## src/design/cisata_pkg.sv

```systemverilog
`timescale 1ns / 1ps
// Shared types and constants for the card-information tuple walker.
// No dependencies; used by cisata_walker and the top level.
package cisata_pkg;

  // Item kinds carried on the input tuser
  localparam logic OP_START = 1'b0;
  localparam logic OP_BYTE  = 1'b1;

  // Tuple codes and the body bytes that mark the wanted tuples
  localparam logic [7:0] CODE_END     = 8'hff;
  localparam logic [7:0] CODE_FUNCID  = 8'h21;
  localparam logic [7:0] FUNCID_FIXED = 8'h04;
  localparam logic [7:0] CODE_FUNCE   = 8'h22;
  localparam logic [7:0] FUNCE_ATA    = 8'h01;

  typedef enum logic [3:0] {
    PH_IDLE = 4'b0001,
    PH_CODE = 4'b0010,
    PH_LINK = 4'b0100,
    PH_BODY = 4'b1000
  } phase_t;

  typedef struct packed {
    logic       operation;
    logic [1:0] card_detect;
    logic [7:0] attr_byte;
  } item_t;

  typedef struct packed {
    logic fire;
    logic disk_present;
    logic fixed_disk_seen;
    logic ata_interface_seen;
  } result_t;

endpackage

```

## src/design/cisata_walker.sv

```systemverilog
`timescale 1ns / 1ps
// Tuple walker: scan state registers and the per-item update logic.
// Depends on cisata_pkg for the item, result and phase types.
module cisata_walker #(
  parameter int unsigned SCAN_LIMIT = 256
) (
  input  logic             clk,
  input  logic             rst_n,
  input  logic             step_en,
  input  cisata_pkg::item_t   item,
  output cisata_pkg::result_t res
);

  // Tuple start can run past the limit by one header plus a full body
  localparam int unsigned TS_W = $clog2(SCAN_LIMIT + 258);

  cisata_pkg::phase_t phase_r, phase_nxt;
  logic [TS_W-1:0] ts_r, ts_nxt;
  logic [7:0]      rem_r, rem_nxt;
  logic [7:0]      code_r, code_nxt;
  logic [1:0]      idx_r, idx_nxt;
  logic            fbm_r, fbm_nxt;
  logic            fixed_r, fixed_nxt;
  logic            ata_r, ata_nxt;
  logic            tuple_done;

  always_comb begin
    phase_nxt  = phase_r;
    ts_nxt     = ts_r;
    rem_nxt    = rem_r;
    code_nxt   = code_r;
    idx_nxt    = idx_r;
    fbm_nxt    = fbm_r;
    fixed_nxt  = fixed_r;
    ata_nxt    = ata_r;
    tuple_done = 1'b0;
    res        = '0;

    if (item.operation == cisata_pkg::OP_START) begin
      ts_nxt    = '0;
      rem_nxt   = '0;
      code_nxt  = '0;
      idx_nxt   = '0;
      fbm_nxt   = 1'b0;
      fixed_nxt = 1'b0;
      ata_nxt   = 1'b0;
      if (item.card_detect != 2'b00) begin
        // no card: report empty at once
        res.fire  = 1'b1;
        phase_nxt = cisata_pkg::PH_IDLE;
      end else begin
        phase_nxt = cisata_pkg::PH_CODE;
      end
    end else begin
      case (phase_r)
        cisata_pkg::PH_CODE: begin
          if (item.attr_byte == cisata_pkg::CODE_END) begin
            res.fire               = 1'b1;
            res.disk_present       = fixed_r & ata_r;
            res.fixed_disk_seen    = fixed_r;
            res.ata_interface_seen = ata_r;
            phase_nxt              = cisata_pkg::PH_IDLE;
          end else begin
            code_nxt  = item.attr_byte;
            phase_nxt = cisata_pkg::PH_LINK;
          end
        end
        cisata_pkg::PH_LINK: begin
          rem_nxt = item.attr_byte;
          idx_nxt = '0;
          fbm_nxt = 1'b0;
          ts_nxt  = ts_r + TS_W'(2) + TS_W'(item.attr_byte);
          if (item.attr_byte == 8'd0) begin
            tuple_done = 1'b1;
          end else begin
            phase_nxt = cisata_pkg::PH_BODY;
          end
        end
        cisata_pkg::PH_BODY: begin
          if (idx_r == 2'd0) begin
            if (code_r == cisata_pkg::CODE_FUNCID && item.attr_byte == cisata_pkg::FUNCID_FIXED)
              fixed_nxt = 1'b1;
            else if (code_r == cisata_pkg::CODE_FUNCE && item.attr_byte == cisata_pkg::FUNCE_ATA)
              fbm_nxt = 1'b1;
          end else if (idx_r == 2'd1) begin
            if (code_r == cisata_pkg::CODE_FUNCE && fbm_r
                && item.attr_byte == cisata_pkg::FUNCE_ATA)
              ata_nxt = 1'b1;
          end
          if (idx_r != 2'd2) idx_nxt = idx_r + 2'd1;
          rem_nxt = rem_r - 8'd1;
          if (rem_r == 8'd1) tuple_done = 1'b1;
        end
        default: begin
          // byte while idle: drop
        end
      endcase

      // End of tuple: finish if both seen or the next tuple is out of range
      if (tuple_done) begin
        if ((fixed_nxt && ata_nxt) || (ts_nxt >= TS_W'(SCAN_LIMIT))) begin
          res.fire               = 1'b1;
          res.disk_present       = fixed_nxt & ata_nxt;
          res.fixed_disk_seen    = fixed_nxt;
          res.ata_interface_seen = ata_nxt;
          phase_nxt              = cisata_pkg::PH_IDLE;
        end else begin
          phase_nxt = cisata_pkg::PH_CODE;
        end
      end
    end
  end

  always_ff @(posedge clk) begin
    if (!rst_n) begin
      phase_r <= cisata_pkg::PH_IDLE;
      ts_r    <= '0;
      rem_r   <= '0;
      code_r  <= '0;
      idx_r   <= '0;
      fbm_r   <= 1'b0;
      fixed_r <= 1'b0;
      ata_r   <= 1'b0;
    end else if (step_en) begin
      phase_r <= phase_nxt;
      ts_r    <= ts_nxt;
      rem_r   <= rem_nxt;
      code_r  <= code_nxt;
      idx_r   <= idx_nxt;
      fbm_r   <= fbm_nxt;
      fixed_r <= fixed_nxt;
      ata_r   <= ata_nxt;
    end
  end

endmodule

```

## src/design/cis_tuple_ata_card_detector_unit.sv

```systemverilog
`timescale 1ns / 1ps
// ATA card detector: a start item samples the card-detect pins, then
// card-information bytes stream in one per cycle and the tuple walker looks
// for the fixed-disk and ATA-interface tuples. Each transfer is registered,
// processed by the walker from the input register and, if it ends the scan,
// its result is registered in the output register. One item is taken every
// cycle; input stalls only when a scan-ending item meets a full output
// register that is not being drained. Depends on cisata_pkg and
// cisata_walker.
module cis_tuple_ata_card_detector_unit #(
  parameter int unsigned SCAN_LIMIT = 256
) (
  input  logic        clk,
  input  logic        rst_n,
  input  logic        in_tvalid,
  output logic        in_tready,
  input  logic [15:0] in_tdata,   // [1:0] card_detect, [9:2] attr_byte, [15:10] zero
  input  logic [0:0]  in_tuser,   // [0] operation
  output logic        out_tvalid,
  input  logic        out_tready,
  output logic [7:0]  out_tdata   // [0] disk_present, [1] fixed_disk_seen,
                                  // [2] ata_interface_seen, [7:3] zero
);

  logic                s1_valid_r;
  cisata_pkg::item_t   s1_item_r;
  cisata_pkg::result_t res;
  logic                out_free;
  logic                s1_go;
  logic                s1_fire;
  logic                out_valid_r;
  logic [2:0]          out_data_r;

  assign out_free  = !out_valid_r || out_tready;
  assign s1_go     = !res.fire || out_free;
  assign s1_fire   = s1_valid_r && s1_go;
  assign in_tready = !s1_valid_r || s1_go;

  // input register
  always_ff @(posedge clk) begin
    if (!rst_n) begin
      s1_valid_r <= 1'b0;
    end else if (in_tready) begin
      s1_valid_r <= in_tvalid;
    end
  end

  always_ff @(posedge clk) begin
    if (in_tready && in_tvalid) begin
      s1_item_r.operation   <= in_tuser[0];
      s1_item_r.card_detect <= in_tdata[1:0];
      s1_item_r.attr_byte   <= in_tdata[9:2];
    end
  end

  cisata_walker #(
    .SCAN_LIMIT(SCAN_LIMIT)
  ) u_walker (
    .clk    (clk),
    .rst_n  (rst_n),
    .step_en(s1_fire),
    .item   (s1_item_r),
    .res    (res)
  );

  // result register
  always_ff @(posedge clk) begin
    if (!rst_n) begin
      out_valid_r <= 1'b0;
    end else if (s1_fire && res.fire) begin
      out_valid_r <= 1'b1;
    end else if (out_tready) begin
      out_valid_r <= 1'b0;
    end
  end

  always_ff @(posedge clk) begin
    if (s1_fire && res.fire) begin
      out_data_r <= {res.ata_interface_seen, res.fixed_disk_seen, res.disk_present};
    end
  end

  assign out_tvalid = out_valid_r;
  assign out_tdata  = {5'd0, out_data_r};

  a_disk_needs_both: assert property (@(posedge clk) disable iff (!rst_n)
    out_tvalid |-> (!out_tdata[0] || (out_tdata[1] && out_tdata[2])))
    else $error("disk_present without both tuples");

  a_no_card_reports: assert property (@(posedge clk) disable iff (!rst_n)
    (s1_valid_r && s1_item_r.operation == cisata_pkg::OP_START
     && s1_item_r.card_detect != 2'b00)
    |-> (res.fire && !res.disk_present && !res.fixed_disk_seen && !res.ata_interface_seen))
    else $error("start without card must report empty");

  a_card_start_silent: assert property (@(posedge clk) disable iff (!rst_n)
    (s1_valid_r && s1_item_r.operation == cisata_pkg::OP_START
     && s1_item_r.card_detect == 2'b00) |-> !res.fire)
    else $error("start with card must not report");

  a_stall_cause: assert property (@(posedge clk) disable iff (!rst_n)
    !in_tready |-> (s1_valid_r && res.fire && out_valid_r && !out_tready))
    else $error("input stalled without a blocked result");

endmodule

```

## config.mk

```make
export PLATFORM = sky130hd
export DESIGN_NAME = cis_tuple_ata_card_detector_unit
export DESIGN_NICKNAME = d
export VERILOG_FILES = /design/src/design/cisata_pkg.sv /design/src/design/cisata_walker.sv /design/src/design/cis_tuple_ata_card_detector_unit.sv
export SDC_FILE = /design/constraint.sdc
export NUM_CORES = 1
export LEC_CHECK = 0
export BUFFER_PORTS_ARGS = -buffer_cell sky130_fd_sc_hd__buf_2
export CELL_PAD_IN_SITES_DETAIL_PLACEMENT = 0
export CELL_PAD_IN_SITES_GLOBAL_PLACEMENT = 1
export CORE_MARGIN = 3
export CORE_UTILIZATION = 30
export DETAILED_ROUTE_END_ITERATION = 8
export GPL_ROUTABILITY_DRIVEN = 1
export PLACE_DENSITY = 0.58
export SYNTH_ARGS = -nofsm -noshare
export SYNTH_HDL_FRONTEND = slang
export SYNTH_SLANG_ARGS = --single-unit
```

## constraint.sdc

```tcl
create_clock -name clk -period 4.05 [get_ports clk]
set_input_delay 0.405 -clock clk [delete_from_list [all_inputs] [get_ports clk]]
set_output_delay 0.405 -clock clk [all_outputs]
set_load 0.1 [all_outputs]
```

* After elaboration in Yosys (flattened, before gate mapping) *
Index checks and enable logic that the tools add are counted.
W data, S select, Z words.

storage, ports and cells
  output and inout bits = 10
  word-level logic and storage cells = 111
  bits in registers = 51
  input port bits = 21

operators by class
  add/sub/neg operators = 4
  bitwise gates (word level) = 2
  mux-type cells = 46
  equal/unequal tests = 20
  reduce and logical (&&, ||, !) cells = 24
  magnitude comparators = 1

operators with widths
  cell                     count
  $mux W8                  4
  $mux W10                 3
  $mux W4                  7
  $mux W1                  22
  $eq A8 B1 Y1 const B     2
  $eq A8 B6 Y1 const B     2
  $pmux W8 S2              1
  $add A10 B2 Y10 const B  1
  $add A10 B8 Y10          1
  $ge A10 B9 Y1 const B    1
  $ne A3 B2 Y1 const B     3
  $reduce_and A3 Y1        3
  $eq A8 B3 Y1 const B     1
  $eq A8 B8 Y1 const B     1
  $logic_and A1 B1 Y1      8
  $logic_not A8 Y1         1
  $mux W2                  4
  $pmux W4 S2              1
  $sub A8 B1 Y8 const B    1
  $reduce_and A5 Y1        1
  $eq A4 B2 Y1 const B     1
  $eq A4 B3 Y1 const B     1
  $eq A4 B4 Y1 const B     1
  $logic_or A1 B1 Y1       4
  16 further kinds         22

* Logic depth before layout (Yosys ltp) *
  depth after elaboration = 18
  gate-level depth with buffers = 14
  gate-level depth less buffers = 13

* Cells and area by module *
From an unflattened synthesis, not the netlist that was laid out.

second synthesis, totals
  cells, all modules = 344
  area total of the unflattened synthesis = 3093.0 µm²

by module, submodules not included
  module                            instances  seq. area each (µm²)  area an instance (µm²)  cells an instance
  cisata_walker                     1          700.7                 2513.7                  312
  cis_tuple_ata_card_detector_unit  1          460.4                 579.3                   32

* Worst setup path before layout *
Ideal clock, no wire load.

  kind = flip-flop to output port
  start = reg s1_item_r[1] (netlist name)
  end = out in_tready
  data required time = 3645 ps
  path slack = 236 ps
  buffers on the path = 0
  arrival time = 3409 ps
  stages on the path, launching flop included = 14
  cell sequence = edfxtp_1 > inv_1 > ha_1 > inv_1 > ha_1 > fa_1 > a211o_1 > o211ai_1 > o221ai_1 > mux2i_1 > a31oi_4 > o21a_1 > and3_1 > inv_1

on the way
  cells in the longest elaborated chain, start to end = 15
  elaborated cells on any way between the ends = 32
  classes of those cells = 1 x add/sub; 1 x order compare; 3 x eq/ne; 19 x mux; 8 x reduce/logical

ends and longest elaborated chain
  what                                                                      line                                    RTL
  start, declared                                                           cis_tuple_ata_card_detector_unit.sv:26  cisata_pkg::item_t s1_item_r;
  parallel branches: the longest is 10 deep, another holds $add A10 B8 Y10  -
  $mux W4 *                                                                 cisata_walker.sv:100                    if (tuple_done) begin
  $mux W1 *                                                                 cisata_walker.sv:39                     if (item.operation == cisata_pkg::OP_START) begin
  $logic_not A1 Y1 *                                                        cis_tuple_ata_card_detector_unit.sv:35  assign s1_go = !res.fire || out_free;
  $logic_or A1 B1 Y1 *                                                      cis_tuple_ata_card_detector_unit.sv:35
  $logic_or A1 B1 Y1 *                                                      cis_tuple_ata_card_detector_unit.sv:37  assign in_tready = !s1_valid_r || s1_go;
  end, declared                                                             cis_tuple_ata_card_detector_unit.sv:16  output logic in_tready,

Mark *: on every way between the ends. The select of a mux whose other input is x is not followed.

* Worst setup path after layout *
Same ends and word-level chain as after synthesis.

==> run_results.csv <==
group,metric,value,unit
run_status,outcome,"complete, no violations",
power,p_per_area,279.7,mW/mm^2
global_route,grt_pass1_wl,13350,um
power,seqPwrFrac,55.7,%
synth,synthCells,343,
detailed_routing,vias_per_cell,5.276,
critical_path,rr_worst_depth,14,
synth,synth_top_area_share,23.91,%
clocking,clk_latency,310,ps
synth,synth-edff-count,14,
timing,setup-tns-final,0,ps
power,cell_internal_pwr,696.7,uW
critical_path,crit_chain,"inv_1 > ha_1 > inv_1 > ha_1 > fa_2 > a211o_1 > o211ai_1 > o221ai_2 > mux2i_2 > a31oi_4 > o21a_1 > and3_1 > inv_2 > buf_12",
critical_path,timing.rr.end,"u_walker.ts_r[8]",
global_route,grt_overflow,0,
worst_hold_path,holdPathStages,1,
power,clockPowerShare,32.1,%
synth,yosys.area.top_type,"dfxtp_1",
critical_path,slowest_delay,380,ps
synth,synthTopCellsByArea,"dfxtp_1 24%, edfxtp_1 14%, ha_1 8.5%",
synth,synthArstFlopShare,0,%
synth,netlist_area,0.003098,mm^2
timing,max_freq,261.9,MHz
final_layout,syn2layout_area_growth,13.65,%
critical_path,slowest_stage,"fa_2",
timing,fin_crit,3819,ps
global_route,grt_busiest_layer,"met2",
floorplan,die_w,107.6,um
global_route,antenna_found_initial,0,
power,p_leak,0.001444,uW
critical_path,cp-start-kind,"flop",
flow_run,cap_viol_max_count,0,
floorplan,coreArea,0.009910,mm^2
global_route,grt_use_total,14.73,%
global_route,grt_use_met1,21.29,%
power,power,984.9,uW
global_route,grtUsageMet3,2.160,%
synth,synth_most_common_cell,"nand2_1",
clocking,cts_buffers,5,
synth,syn_avg_cell_area,9.032,um^2
timing,slew_headroom,53.90,%
clocking,clk_pin_slew,100,ps
detailed_routing,vias,2654,
power,swShare,29.26,%
detailed_routing,drc,0,
critical_path,cp.required,3640,ps
timing,finalClockSkew,7.532,ps
clocking,h-tree-depth,2,
critical_path,crit_path_max_fanout,4,
clocking,clockBufferDepth,2,
worst_hold_path,min_path_type,"input pin to flop",
floorplan,dieArea,0.01158,mm^2
floorplan,fp.dieH,107.6,um
power,peakVddDrop,132.1,uV
synth,yosys_register_bits,51,
final_layout,n_antenna_cell,0,
global_route,grt_max_degree,46,
placement,port-buffer-count,19,
synth,ys_seq_area_share,37.48,%
detailed_routing,antenna_left,0,
timing,rsz0062_at_grt,"false",
floorplan,std_cell_rows,36,
synth,yosys_warnings,0,
timing,final-max-slew-violation-count,0,
detailed_routing,drt_iter0_drc,136,
timing,tightest_slew,691.4,ps
global_route,grt_util_met2,23.62,%
final_layout,nNetsFinal,412,
critical_path,cp-end-kind,"output pin",
clocking,clock_sinks,51,
final_layout,fin_util,35.53,%
timing,finalCritPeriodShare,94.29,%
detailed_routing,dr.pass1.iters,5,
power,pwr-share-comb,12.2,%
detailed_routing,wl_per_cell,16.01,um
timing,setup_viol,0,
critical_path,critPathLaunch,"s1_item_r[1]",
critical_path,endpoint,"in_tready",
final_layout,drive_gt1_share,17.03,%
placement,dpl.hpwl,5836,um
critical_path,crit_type,"flop to output pin",
floorplan,io_pins,31,
synth,synth.top_cells.by_count,"47 x nand2_1, 37 x dfxtp_1, 24 x nor2_1, 21 x ha_1",
global_route,grt_pass1_vias,2556,
critical_path,r2r-start,"s1_item_r[1]",
placement,gp_congestion,0.7820,
synth,synth_flop_cell,"dfxtp_1",
power,p_sw,288.2,uW
floorplan,start_util,31.26,%
detailed_routing,drt-total-wl,8052,um
timing,hold_viol,0,
critical_path,worstPathArrival,3410,ps
clocking,tritoncts,"done",
clocking,cts_root_buf,"clkbuf_8",
critical_path,rrSetupSlack,480,ps
synth,synthDistinctLibCells,62,
## per-stage QoR
stage | hold WS [ps] | setup slack (ps) | area (um^2) | std cells
after floorplan | 433.4 | 236.5 | 3113 | 347
after global placement | 442.2 | 365.8 | 3395 | 492
after detailed placement | 451.5 | 307.1 | 3395 | 492
after CTS | 249.3 | 61.50 | 3496 | 500
after global routing | 242.2 | 14.69 | 3521 | 503
final | 256.9 | 231.3 | 3521 | 503
## what timing repair did
item	in CTS	in global routing
setup endpoints to repair	1	1
gates resized for setup	2	2
pin swaps	0	3
hold buffers	0	0
setup buffers	0	3
## layout make-up
class                           instances  area, um^2
Clock inverter                          3       22.52
Fill cell                            1050        6389
Inverter                               15       56.30
Sequential cell                        51        1161
Tap cell                              133       166.4
Multi-Input combinational cell        260        1808
Timing Repair Buffer                   36       237.7
Clock buffer                            5       68.82
## critical path: cells and delay by family, from the launching register on
| kind | cells | cell delay [ps] |
|---|---|---|
| compound gates | 5 | 1000 |
| fa+ha+maj | 3 | 870 |
| buf+inv | 4 | 340 |
| flops | 1 | 370 |
| mux | 1 | 320 |
| simple gates | 1 | 210 |
## worst min path at each step
stage,endpoint,startpoint
after floorplan,u_walker.code_r[2],u_walker.code_r[2]
after global placement,u_walker.code_r[2],u_walker.code_r[2]
after detailed placement,u_walker.code_r[2],u_walker.code_r[2]
after CTS,s1_item_r[5],in_tdata[7]
after global routing,s1_item_r[8],in_tdata[0]
final,s1_item_r[5],in_tdata[7]
## layout by cell type, fill, tap and decap left out, drive strengths merged, types with 2 or more instances in the layout
master,synthesis,layout
nor2b,3,3
o21ai,8,8
buf,7,36
a211oi,3,3
a22oi,3,3
inv,14,15
nand3,14,14
a31oi,10,10
mux2i,14,14
nand2b,2,2
conb,1,5
ha,21,21
and3,5,5
or4,4,4
clkinv,1,3
o21a,3,3
a32oi,3,3
a21o,4,4
and4,2,2
a21oi,11,11
o22ai,5,5
o32ai,6,6
nand2,47,47
dfxtp,37,37
and2,4,4
nor2,24,24
a211o,2,2
nor3,11,11
nor4,3,3
edfxtp,14,14
nor4b,3,3
xnor2,3,3
xor2,4,4
or3,2,2
clkbuf,14,5
nand4,4,4
or4b,2,2
o211ai,10,10
## registers in the layout, indices dropped and copies added, names as in the netlist, 2 cells and up
register / count
s1_item_r: 11
u_walker.code_r: 8
u_walker.rem_r: 8
u_walker.idx_r: 2
u_walker.phase_r: 4
u_walker.ts_r: 10
out_data_r: 3
## cell families after synthesis
group           share of synthesized area [%]
xor+xnor                                1.979
compound gates                          19.55
fa+ha+maj                               9.128
mux                                     4.523
simple gates                            21.97
buf+inv                                 5.250
flops                                   37.48
other cells                            0.1210
## power groups by stage
stage	logic (uW)	clock network, uW	registers, uW
5_1_grt	133	346	551
3_5_place_dp	120	0	561
3_3_place_gp	120	0	561
6_report	120	316	549
2_1_floorplan	88.8	0	558
4_1_cts	120	328	549
## per-layer routing
metal	part of all wire, %	routed length (um)
met5	0	0
met1	47	3802
met3	5.0	400
met4	0.62	50
met2	47	3798
Note: power is estimated with default switching activity, not from simulation.
